===== src/hdl/apet_pkg.sv =====
package apet_pkg;

  // Field widths
  localparam int SAMPLE_BITS   = 24;
  localparam int POSITION_BITS = 48;
  localparam int LEVEL_BITS    = 24;
  localparam int CFG_IDX_BITS  = 1;

  typedef logic [LEVEL_BITS-1:0]    level_t;
  typedef logic [POSITION_BITS-1:0] position_t;

  // Item kinds
  localparam logic KIND_SAMPLE    = 1'b0;
  localparam logic KIND_BLOCK_END = 1'b1;

  // Register indexes
  localparam logic [CFG_IDX_BITS-1:0] CFG_ATTACK  = 1'b0;
  localparam logic [CFG_IDX_BITS-1:0] CFG_RELEASE = 1'b1;

  // Register reset values: about -1 dBFS and -2 dBFS
  localparam level_t ATTACK_RESET  = 24'd7476317;
  localparam level_t RELEASE_RESET = 24'd6663271;

  typedef struct packed {
    logic                           kind;
    logic signed [SAMPLE_BITS-1:0]  sample;
    position_t                      position;
    logic                           detect;
    logic                           monitor;
    logic                           capture_start;
  } in_item_t;

  typedef struct packed {
    position_t mark_position;
    level_t    mark_peak;
    logic      mark_monitor;
  } out_item_t;

  typedef struct packed {
    logic [CFG_IDX_BITS-1:0] reg_index;
    level_t                  data;
  } cfg_item_t;

  // Detector status toward the output stage
  typedef struct packed {
    logic      emit;
    out_item_t mark;
  } det_t;

endpackage


===== src/hdl/apet_ifs.sv =====
interface apet_in_if;
  import apet_pkg::*;
  logic     valid;
  logic     ready;
  in_item_t item;
  modport source (output valid, output item, input ready);
  modport sink   (input valid, input item, output ready);
endinterface

interface apet_out_if;
  import apet_pkg::*;
  logic      valid;
  logic      ready;
  out_item_t item;
  modport source (output valid, output item, input ready);
  modport sink   (input valid, input item, output ready);
endinterface

interface apet_cfg_if;
  import apet_pkg::*;
  logic      valid;
  logic      ready;
  cfg_item_t item;
  modport source (output valid, output item, input ready);
  modport sink   (input valid, input item, output ready);
endinterface


===== src/hdl/audio_peak_event_tagger.sv =====
// A mark is registered in the output register when the block-end item closing its event
// leaves the input register. Throughput: one item per cycle; while a mark waits, only a
// block end that closes another event stalls the input until that mark is taken.
// Configuration writes are registered and always ready.
// Reset (rst, synchronous): levels return to -1 dBFS / -2 dBFS defaults,
// block peak and event state clear, both pipeline stages empty.
module audio_peak_event_tagger (
  input logic       clk,
  input logic       rst,
  apet_in_if.sink   samples,
  apet_out_if.source marks,
  apet_cfg_if.sink  cfg
);
  import apet_pkg::*;

  level_t    attack_level;
  level_t    release_level;
  logic      s1_valid;
  in_item_t  s1_item;
  logic      s1_adv;
  det_t      det;
  logic      out_valid;
  out_item_t out_item;

  // Configuration registers
  assign cfg.ready = 1'b1;

  always_ff @(posedge clk) begin
    if (rst) begin
      attack_level  <= ATTACK_RESET;
      release_level <= RELEASE_RESET;
    end else if (cfg.valid) begin
      unique case (cfg.item.reg_index)
        CFG_ATTACK:  attack_level  <= cfg.item.data;
        CFG_RELEASE: release_level <= cfg.item.data;
        default: ;
      endcase
    end
  end

  // Stage 1 moves on unless it emits into a full, stalled output register
  assign s1_adv        = s1_valid && (!det.emit || !out_valid || marks.ready);
  assign samples.ready = !s1_valid || s1_adv;

  // Input register
  always_ff @(posedge clk) begin
    if (rst)
      s1_valid <= 1'b0;
    else if (samples.ready)
      s1_valid <= samples.valid;
  end

  always_ff @(posedge clk) begin
    if (samples.valid && samples.ready)
      s1_item <= samples.item;
  end

  apet_detect u_detect (
    .clk           (clk),
    .rst           (rst),
    .step          (s1_adv),
    .item          (s1_item),
    .attack_level  (attack_level),
    .release_level (release_level),
    .det           (det)
  );

  // Output register
  always_ff @(posedge clk) begin
    if (rst)
      out_valid <= 1'b0;
    else if (s1_adv && det.emit)
      out_valid <= 1'b1;
    else if (marks.ready)
      out_valid <= 1'b0;
  end

  always_ff @(posedge clk) begin
    if (s1_adv && det.emit)
      out_item <= det.mark;
  end

  assign marks.valid = out_valid;
  assign marks.item  = out_item;

  a_emit_on_block_end: assert property (@(posedge clk) disable iff (rst)
    s1_valid && det.emit |-> s1_item.kind == KIND_BLOCK_END)
    else $error("mark raised by an audio item");

  a_out_source: assert property (@(posedge clk) disable iff (rst)
    $rose(out_valid) |-> $past(s1_adv && det.emit))
    else $error("mark appeared without an emit");

  a_no_overwrite: assert property (@(posedge clk) disable iff (rst)
    s1_adv && det.emit |-> !out_valid || marks.ready)
    else $error("pending mark overwritten");

endmodule


===== src/hdl/apet_detect.sv =====
module apet_detect (
  input  logic              clk,
  input  logic              rst,
  input  logic              step,
  input  apet_pkg::in_item_t item,
  input  apet_pkg::level_t  attack_level,
  input  apet_pkg::level_t  release_level,
  output apet_pkg::det_t    det
);
  import apet_pkg::*;

  level_t    block_max;
  logic      event_open;
  level_t    event_peak;
  position_t held_position;
  logic      held_monitor;

  level_t    mag;
  logic      open_eff;
  logic      above_attack;
  logic      take_mark;
  logic      emit;

  // Magnitude; the most negative sample wraps to exactly full scale
  assign mag = item.sample[SAMPLE_BITS-1] ? level_t'(~item.sample + 1'b1)
                                          : level_t'(item.sample);

  // Hysteresis decision for a block-end item
  always_comb begin
    open_eff     = event_open && !item.capture_start;
    above_attack = block_max >= attack_level;
    take_mark    = item.detect && above_attack && (!open_eff || block_max > event_peak);
    emit         = 1'b0;
    if (item.kind == KIND_BLOCK_END && open_eff) begin
      if (!item.detect)
        emit = 1'b1;
      else if (!above_attack && block_max < release_level)
        emit = 1'b1;
    end
  end

  assign det.emit               = emit;
  assign det.mark.mark_position = held_position;
  assign det.mark.mark_peak     = event_peak;
  assign det.mark.mark_monitor  = held_monitor;

  // State update per item
  always_ff @(posedge clk) begin
    if (rst) begin
      block_max     <= '0;
      event_open    <= 1'b0;
      event_peak    <= '0;
      held_position <= '0;
      held_monitor  <= 1'b0;
    end else if (step) begin
      if (item.kind == KIND_SAMPLE) begin
        if (mag > block_max)
          block_max <= mag;
      end else begin
        block_max <= '0;
        if (take_mark) begin
          event_open    <= 1'b1;
          event_peak    <= block_max;
          held_position <= item.position;
          held_monitor  <= item.monitor;
        end else if (emit) begin
          event_open <= 1'b0;
        end else begin
          event_open <= open_eff && item.detect;
        end
      end
    end
  end

  a_emit_closes: assert property (@(posedge clk) disable iff (rst)
    step && emit |=> !event_open)
    else $error("event still open after emit");

  a_block_clear: assert property (@(posedge clk) disable iff (rst)
    step && item.kind == KIND_BLOCK_END |=> block_max == '0)
    else $error("block peak not cleared at block end");

  a_emit_needs_open: assert property (@(posedge clk) disable iff (rst)
    emit |-> event_open)
    else $error("emit with no open event");

  a_mark_held: assert property (@(posedge clk) disable iff (rst)
    step && item.kind == KIND_SAMPLE |=> $stable(event_peak) && $stable(held_position))
    else $error("held mark moved on an audio item");

endmodule

===== src/flat_wrapper.sv =====
// flat-port wrapper written by rule: the top's interface ports become plain ports
module audio_peak_event_tagger_flat import apet_pkg::*;
  (clk, rst, samples_valid, samples_item, samples_ready, marks_valid, marks_item, marks_ready, cfg_valid, cfg_item, cfg_ready);
  apet_in_if samples_i ();
  apet_out_if marks_i ();
  apet_cfg_if cfg_i ();
  input logic clk;
  input logic rst;
  input wire logic [$bits(samples_i.valid)-1:0] samples_valid;
  input wire logic [$bits(samples_i.item)-1:0] samples_item;
  output wire logic [$bits(samples_i.ready)-1:0] samples_ready;
  output wire logic [$bits(marks_i.valid)-1:0] marks_valid;
  output wire logic [$bits(marks_i.item)-1:0] marks_item;
  input wire logic [$bits(marks_i.ready)-1:0] marks_ready;
  input wire logic [$bits(cfg_i.valid)-1:0] cfg_valid;
  input wire logic [$bits(cfg_i.item)-1:0] cfg_item;
  output wire logic [$bits(cfg_i.ready)-1:0] cfg_ready;
  assign samples_i.valid = samples_valid;
  assign samples_i.item = samples_item;
  assign samples_ready = samples_i.ready;
  assign marks_valid = marks_i.valid;
  assign marks_item = marks_i.item;
  assign marks_i.ready = marks_ready;
  assign cfg_i.valid = cfg_valid;
  assign cfg_i.item = cfg_item;
  assign cfg_ready = cfg_i.ready;
  audio_peak_event_tagger u_core (.clk(clk), .rst(rst), .samples(samples_i), .marks(marks_i), .cfg(cfg_i));
endmodule

===== config.mk =====
export PLATFORM = sky130hd
export DESIGN_NAME = audio_peak_event_tagger_flat
export DESIGN_NICKNAME = d
export VERILOG_FILES = /design/src/hdl/apet_pkg.sv /design/src/hdl/apet_ifs.sv /design/src/hdl/audio_peak_event_tagger.sv /design/src/hdl/apet_detect.sv /design/src/flat_wrapper.sv
export SDC_FILE = /design/constraint.sdc
export NUM_CORES = 1
export LEC_CHECK = 0
export BUFFER_PORTS_ARGS = -buffer_cell sky130_fd_sc_hd__buf_2
export CAP_MARGIN = 40
export CORE_MARGIN = 2
export CORE_UTILIZATION = 39
export CTS_CLUSTER_DIAMETER = 200
export DETAILED_ROUTE_END_ITERATION = 10
export PLACE_DENSITY_LB_ADDON = 0.12
export SLEW_MARGIN = 20
export SYNTH_ARGS = -nofsm -noshare
export SYNTH_HDL_FRONTEND = slang
export SYNTH_SLANG_ARGS = --single-unit

===== constraint.sdc =====
create_clock -name clk -period 14.65 [get_ports clk]
set_input_delay 2.93 -clock clk [delete_from_list [all_inputs] [get_ports clk]]
set_output_delay 2.93 -clock clk [all_outputs]
set_load 0.01 [all_outputs]

==> run metrics, run 1 <==
vias in the first global route=7,932; CTS tree=done; Sw Pwr=0.4034 mW; first-pass GRT wire length=42.02 mm; relative slew slack=49.28%; Final Hold Fails=0; Die Height=183.9 µm; FF+latch count, synth=297; internal power=1.395 mW; Clock Tree Root=clkbuf_16; CP Launch Type=input pin; share of layout cells above drive strength 1=19.95%; uppermost routed layer=met4; clock group share of total power=43.0%; RSZ-0062 raised after global routing=false; Fmax=0.1487 GHz; gpl congestion=0.8061; total global routing overflow=0; DR vias/cell=4.789; die area=33,820 µm²; drt initial violations=263; synthesized cell area=12,620 µm²; All-Layer GR Usage=15.84%; Syn Area/Cell=11.76 µm²; worst skew pair latency=0.51 ns; sum of negative setup slack=0 ns; cell type with the highest aggregate area in the netlist=edfxtp_1; H-tree depth=2; critical path class=in -> out; die width=183.9 µm; combinational share of power=6.5%; Async S/R FF share, synth=0%; hold slack=0.4256 ns; switching portion of total power=22.43%; dpl ws=7.924 ns; slew of the pin with the lowest slew margin=0.7608 ns; Main synth FF type=edfxtp_1; CTS Sinks=297; Core ar.=31,720 µm²; post-synth cell types=54; maximum buffer depth of the clock tree=3; cell seen most often among critical-path stages=buf_2; PwrDens=120.1 nW/µm²; dpl cells=1,627; met3 routed WL=1.321 mm; period utilization=45.91%; Area after DPL=13,930 µm²; critical path, cell by cell=buf_2 -> nand2b_1 -> or4_4 -> buf_2; IO buf count=180; largest net degree at the start of global routing=66; Post-CTS Setup Inserts=0; Slew Viols, Final=0; P_leak=6.635 nW; CTS Buf Count=34; Detail Placement HPWL=19.28 mm; Total Wirelength=26.59 mm; Seq pwr share=50.5%; Ys Warns=0; post-cts gate resize count=0; CP max stage cell=or4_4; top cells by area, synth=edfxtp_1 35%, dfxtp_1 23%, ha_1 9.5%; Reg clk slew, reported paths=0.06 ns; Worst Path Max Fanout=4; # DRC=0; # hold bufs at CTS=0; Antenna diodes=0; top-area cell type share of the netlist area=35.45%; wire per inst=15.73 µm; non-filler instance count after layout=1,690; worst vdd rail ir drop=78.06 µV; Via Count=8,094; final setup margin=7.924 ns; Layout Cell Area excl Fill=14,980 µm²; Layout area overhead=18.65%; max incr delay on CP=0.44 ns; Hold Path Class=reg -> reg; final setup fails=0; CP endpoint kind=output pin; clk_skew=0.01068 ns; Post-Syn Instances=1,073; status=finished clean; # rows=65; top-count cell post-synth=edfxtp_1; Initial Util=39.79%; initial antenna violation count=0; Final min period=6.726 ns; met2 wire len=11.74 mm; CP Data Required Time=11.72 ns; Syn Nets=1,275; max-cap check violation count=0; Post-synth EDFFs=149; io pins=182; number of fill cells=2,958; Seq/Total Area, Yosys=58.92%; met1 wire length=13.06 mm; Worst EP arrival=3.80 ns; drt pass-1 iters=4; top post-synthesis cells by count=149 x edfxtp_1, 148 x dfxtp_1, 116 x nand2_1, 99 x inv_1, 97 x nor2_1; ANT nets after route=0; post-layout net count=1,464
-- state kept, by name, indices dropped and copies added, names as in the netlist --
name / flops
u_core.u_detect.event_peak: 24
u_core.u_detect.held_position: 48
u_core.s1_item: 76
u_core.u_detect.held_monitor: 1
u_core.marks.item: 73
u_core.release_level: 24
u_core.u_detect.event_open: 1
u_core.marks.valid: 1
u_core.s1_valid: 1
u_core.attack_level: 24
u_core.u_detect.block_max: 24
-- placed cells by master (no fill, tap or decap), types with 3 or more instances in the layout --
master and count:
ha_1 96, o21ai_0 19, clkbuf_8 4, a22o_1 25
or4_4 3, inv_1 99, nand3_1 13, clkinv_1 5
o41ai_1 3, clkbuf_1 10, nand2_1 116, clkbuf_16 34
nand3b_1 15, o211ai_1 4, buf_4 8, nand4_1 10
mux2i_1 73, nor2_1 97, a21oi_1 63, o31ai_1 3
nand2b_1 8, a211o_1 14, xnor2_1 19, nor4_1 5
a21o_1 5, buf_2 179, edfxtp_1 149, dfxtp_1 148
clkinv_2 4
-- critical path, delay by kind of cell --
family                 cells  cell delay, ns
and+or+nand+nor            2            0.62
buffers and inverters      2            0.25
-- final timing paths --
path | from | end | slack [ns] | cells after the start
worst min-delay path | u_core.u_detect.held_position[14] | u_core.marks.item[39] | 0.43 | 0
worst max register to register | u_core.s1_item[55] | u_core.u_detect.block_max[3] | 10.29 | 14
worst min register to register | u_core.u_detect.held_position[14] | u_core.marks.item[39] | 0.43 | 0
worst max-delay path | marks_ready | samples_ready | 7.92 | 4
-- cell families after synthesis --
group	count (synthesis)	share of synthesized area (%)
compound gates	158	8.436
xor+xnor	21	1.457
fa+ha+maj	96	9.516
buf+inv	138	5.085
flops	297	58.92
mux	73	5.789
other cells	1	0.02971
simple gates	289	10.77
-- layer usage --
| metal | vias to the layer above | track usage (%) |
|---|---|---|
| met5 | - | 0 |
| met4 | 0 | 4.096 |
| li1 | 4166 | - |
| met2 | 173 | 24.97 |
| met3 | 33 | 2.932 |
| met1 | 3722 | 22.43 |
-- power by group through the flow --
| stage | logic [mW] | registers [mW] | clock network (mW) |
|---|---|---|---|
| 5_1_grt | 0.134 | 0.910 | 0.841 |
| 6_report | 0.116 | 0.908 | 0.774 |
| 3_5_place_dp | 0.116 | 0.926 | 0 |
| 4_1_cts | 0.117 | 0.909 | 0.802 |
| 2_1_floorplan | 0.0777 | 0.920 | 0 |
| 3_3_place_gp | 0.113 | 0.925 | 0 |
-- through the flow --
step	utilization [%]	power (mW)
3_5_place_dp	43.92	1.043
3_3_place_gp	43.63	1.039
6_report	47.22	1.798
2_1_floorplan	-	0.9981
4_1_cts	47.17	1.827
5_1_grt	47.22	1.884
-- area by class of cell --
class / instances / area, µm² / area share, %
Tap cell: 402 / 503.0 / 3.359
Timing Repair Buffer: 192 / 1061 / 7.085
Inverter: 99 / 371.6 / 2.481
Clock inverter: 14 / 87.58 / 0.5848
Sequential cell: 297 / 7437 / 49.66
Multi-Input combinational cell: 638 / 4572 / 30.53
Clock buffer: 48 / 943.4 / 6.300
(Power assumes the default switching activity.)
==> run 2: changes to the inputs <==
- clock period: 14.65 -> 6.2 ns (I/O delays scaled with it)
==> run 2 against run 1 <==
Net effect: final area rose by 0.52%; flip-flop and latch count did not move; register-to-register slack got worse by 8.4 ns; global-route usage rose by 0.41 points; first-iteration DRC count rose by 42%; critical endpoint unchanged.
==> run metrics, run 2 (same netlist as run 1, synthesis figures left out) <==
status=finished clean; period utilization=72.18%; relative slew slack=46.88%; # DRC=0; Final Hold Fails=0; Reg with most FFs=u_core.s1_item; Die Height=183.9 µm; commonest non-fill, non-tap cells in the layout=179 x buf_2, 149 x edfxtp_1, 148 x dfxtp_1, 116 x nand2_1, 99 x inv_1; number of fill cells=2,967; worst vdd rail ir drop=204.6 µV; P_leak=6.680 nW; Core ar.=31,720 µm²; maximum buffer depth of the clock tree=3; Layout Cell Area excl Fill=15,050 µm²; Area after DPL=13,930 µm²; CP Data Required Time=4.96 ns; gpl congestion=0.8001; final setup fails=0; post-cts gate resize count=0; share of layout cells above drive strength 1=20.31%; max-cap check violation count=0; drt pass-1 iters=4; Detail Placement HPWL=19.51 mm; # rows=65; sum of negative setup slack=0 ns; Reg area=7437 µm²; slew of the pin with the lowest slew margin=0.7968 ns; Worst EP arrival=3.23 ns; die width=183.9 µm; die area=33,820 µm²; Layout area overhead=19.26%; post-layout net count=1,466; largest net degree at the start of global routing=66; drt initial violations=373; All-Layer GR Usage=16.25%; Slew Viols, Final=0; Antenna diodes=0; H-tree depth=2; ANT nets after route=0; CTS Buf Count=36; vias in the first global route=7,970; IO buf count=180; wire per inst=16.15 µm; Multi-input gate area=4572 µm²; critical path, cell by cell=inv_1 -> ha_1 -> nand2b_1 -> a211o_1 -> o2111ai_1 -> a21oi_1 -> o41ai_2 -> nand3_1 -> or4_4 -> buf_2; Post-CTS Setup Inserts=0; Total Power=4.388 mW; Fmax=0.2235 GHz; # hold bufs at CTS=0; Final min period=4.475 ns; RSZ-0062 raised after global routing=false; post-route core utilization=47.46%; max incr delay on CP=0.59 ns; io pins=182; total global routing overflow=0; Via Count=8,196; critical path class=reg -> out; Worst Path Max Fanout=4; Reg clk slew, reported paths=0.06 ns; clk_skew=0.01295 ns; Total Wirelength=27.33 mm; Clock Tree Root=clkbuf_16; initial antenna violation count=0; worst skew pair latency=0.51 ns; Initial Util=39.79%; Hold Path Class=reg -> reg; DR vias/cell=4.844; commonest non-fill, non-tap cell in the layout=buf_2; number of flip-flops in the largest register=76; CTS Sinks=297; PwrDens=291.5 nW/µm²; first-pass GRT wire length=42.97 mm; CTS tree=done; CP max stage cell=or4_4; CP Launch Type=flop; CP endpoint kind=output pin
## run 2: path summary, 6_finish.rpt
check	from	end	slack, ns	cells after the start
hold reg to reg	u_core.u_detect.held_position[8]	u_core.marks.item[33]	0.42	0
setup / recovery	u_core.u_detect.block_max[0]	samples_ready	1.73	10
setup reg to reg	u_core.s1_item[55]	u_core.u_detect.block_max[3]	1.91	14
hold / removal	u_core.u_detect.held_position[8]	u_core.marks.item[33]	0.42	0
## run 2: per-layer routing
metal,up-vias,wire [µm],global-route usage (%)
li1,4181,-,-
met2,197,11780,24.83
met5,-,0,0
met3,42,1336,2.872
met1,3776,13700,23.43
met4,0,506,5.056
## run 2: per-stage QoR
step                      hold slack (ns)  setup slack [ns]  instances
after floorplan                    0.4080            0.3724       1073
after global placement             0.4102             1.920       1624
after detailed placement           0.4151             1.853       1628
after CTS                          0.4169             1.704       1692
after global routing               0.4217             1.540       1692
final                              0.4203             1.725       1692
## run 2: where the power goes
| part | internal [mW] | leakage (nW) | switching (mW) |
|---|---|---|---|
| clock | 1.18 | 0.548 | 0.788 |
| combinational | 0.120 | 3.51 | 0.156 |
| sequential | 2.11 | 2.62 | 0.0379 |
## run 2: critical path, delay by kind of cell, from the launching register on
kind,cells,cell delay [ns]
buf+inv,2,0.29
simple gates,3,0.93
flops,1,0.38
compound gates,4,0.83
fa+ha+maj,1,0.30
## run 2: cell type report
class / count / share of cell area (%)
Clock buffer: 51 / 6.965
Clock inverter: 13 / 0.4987
Inverter: 99 / 2.469
Multi-Input combinational cell: 638 / 30.37
Sequential cell: 297 / 49.41
Tap cell: 402 / 3.341
Timing Repair Buffer: 192 / 6.949
==> run 3: changes to the inputs <==
- ABC_AREA: not set -> 1
- clock period: 6.2 -> 4.1 ns (I/O delays scaled with it)
==> run 3 against run 2 <==
Net effect: combinational power is 110% higher; via count is 23% higher; critical path depth is 2 higher; synthesized cell count is 41% higher.
==> run metrics, run 3 <==
worst vdd rail ir drop=323.2 µV; max-cap check violation count=0; die width=189.9 µm; relative slew slack=47.44%; maximum buffer depth of the clock tree=3; drt pass-1 iters=5; Core ar.=34,290 µm²; CP Data Required Time=3.28 ns; Worst EP arrival=2.99 ns; number of flip-flops in the largest register=76; Total Wirelength=32.63 mm; Main synth FF type=edfxtp_1; dpl ws=0.4152 ns; Worst Path Max Fanout=9; CTS Sinks=297; critical path, cell by cell=ha_1 -> nand2_1 -> a21oi_1 -> nor2_1 -> nand2_1 -> a21oi_1 -> nand2_1 -> nand2_1 -> nand4_1 -> nor2_2 -> inv_1 -> buf_2; Die Height=189.9 µm; Layout area overhead=19.48%; DR vias/cell=4.611; dpl cells=2,117; critical path class=reg -> out; Final Hold Fails=0; io pins=182; final setup fails=0; Slew Viols, Final=0; Ys Warns=0; post-route core utilization=46.94%; CP max stage cell=dfxtp_1; P_leak=7.667 nW; CP Launch Type=flop; wire per inst=14.96 µm; Seq/Total Area, Yosys=55.21%; top-count cell post-synth=nand2_1; # rows=68; H-tree depth=2; non-filler instance count after layout=2,182; IO buf count=180; FF+latch count, synth=297; ANT nets after route=0; Critical Path Stages=12; CTS Buf Count=34; commonest non-fill, non-tap cells in the layout=354 x nand2_1, 229 x inv_1, 224 x nor2_1, 180 x buf_2, 149 x edfxtp_1; largest net degree at the start of global routing=123; Antenna diodes=0; Hold Path Class=reg -> reg; RSZ-0062 raised after global routing=false; Reg clk slew, reported paths=0.06 ns; # DRC=0; top-area cell type share of the netlist area=33.21%; max incr delay on CP=0.57 ns; Initial Util=39.29%; share of layout cells above drive strength 1=16.04%; PwrDens=434.1 nW/µm²; CP endpoint kind=output pin; Via Count=10,060; Reg with most FFs=u_core.s1_item; cell seen most often among critical-path stages=nand2_1; All-Layer GR Usage=18.34%; post-layout net count=1,903; Syn Nets=1,714; Hold Path Depth=0; period utilization=92.94%; Post-synth EDFFs=149; Syn Area/Cell=8.910 µm²; top cells by area, synth=edfxtp_1 33%, dfxtp_1 22%, nand2_1 9.9%; sum of negative setup slack=0 ns; total global routing overflow=0; die area=36,040 µm²; Post-Syn Instances=1,512; Bufs and invs on worst path=2; top post-synthesis cells by count=354 x nand2_1, 230 x inv_1, 227 x nor2_1, 149 x edfxtp_1, 148 x dfxtp_1; CTS tree=done; vias in the first global route=9,622; initial antenna violation count=1; clk_skew=0.01527 ns; slew of the pin with the lowest slew margin=0.7875 ns; Fmax=0.2624 GHz; Async S/R FF share, synth=0%; final setup margin=0.2897 ns; CP delay by family, top=simple AND/OR/NAND/NOR gates; worst skew pair latency=0.52 ns; Clock Tree Root=clkbuf_16; post-synth cell types=32; status=finished clean; Final min period=3.810 ns; gpl congestion=0.8572; synthesized cell area=13,470 µm²; # hold bufs at CTS=0; Detail Placement HPWL=23.15 mm; cell type with the highest aggregate area in the netlist=edfxtp_1; drt initial violations=524; first-pass GRT wire length=51.88 mm; Worst R2R Path Depth=21; commonest non-fill, non-tap cell in the layout=nand2_1
[run 3: per-stage QoR]
| step | area, µm² | power, mW | hold slack [ns] |
|---|---|---|---|
| 2_1_floorplan | 13480 | 3.711 | 0.4082 |
| 3_3_place_gp | 14890 | 3.911 | 0.4113 |
| 3_5_place_dp | 14890 | 3.922 | 0.4155 |
| 4_1_cts | 16060 | 7.072 | 0.4273 |
| 5_1_grt | 16100 | 7.308 | 0.4343 |
| 6_report | 16100 | 6.988 | 0.4236 |
[run 3: what timing repair did]
action                     in CTS  in global routing
resized for setup               0                  3
hold endpoints to repair        0                  0
setup buffers                   0                  3
setup endpoints to repair       0                 25
[run 3: cells by family after synthesis]
kind of cell / share of synthesized area, %
compound gates: 6.529
xor+xnor: 1.235
fa+ha+maj: 8.916
buf+inv: 8.730
flops: 55.21
other cells: 0.02784
simple gates: 19.36
[run 3: final cells by class]
cell class	count	area, µm²
fill	3357	18190
sequential	297	7437
multi-input combinational	927	4888
timing repair buffer	210	1164
clock buffer	45	963.4
inverter	231	868.3
tap	455	569.3
clock inverter	17	205.2
[run 3: worst paths after layout]
path | from | end | slack (ns)
max reg2reg | u_core.s1_item[51] | u_core.u_detect.block_max[3] | 0.53
min | u_core.u_detect.event_peak[19] | u_core.marks.item[20] | 0.42
min reg2reg | u_core.u_detect.event_peak[19] | u_core.marks.item[20] | 0.42
max | u_core.u_detect.block_max[13] | samples_ready | 0.29
[run 3: metal layers]
layer | GRT usage [%] | up-vias | routed length [µm] | share of wire (%)
met5 | 0 | - | 13 | 0.040
met4 | 4.830 | 2 | 643 | 2.0
met3 | 3.745 | 47 | 1590 | 4.9
met2 | 29.63 | 205 | 14800 | 45
met1 | 25.12 | 4591 | 15580 | 48
li1 | - | 5217 | - | -
[run 3: power breakdown]
| group | switching [mW] | internal (mW) |
|---|---|---|
| logic | 0.370 | 0.216 |
| registers | 0.0596 | 3.21 |
| clock network | 1.21 | 1.92 |
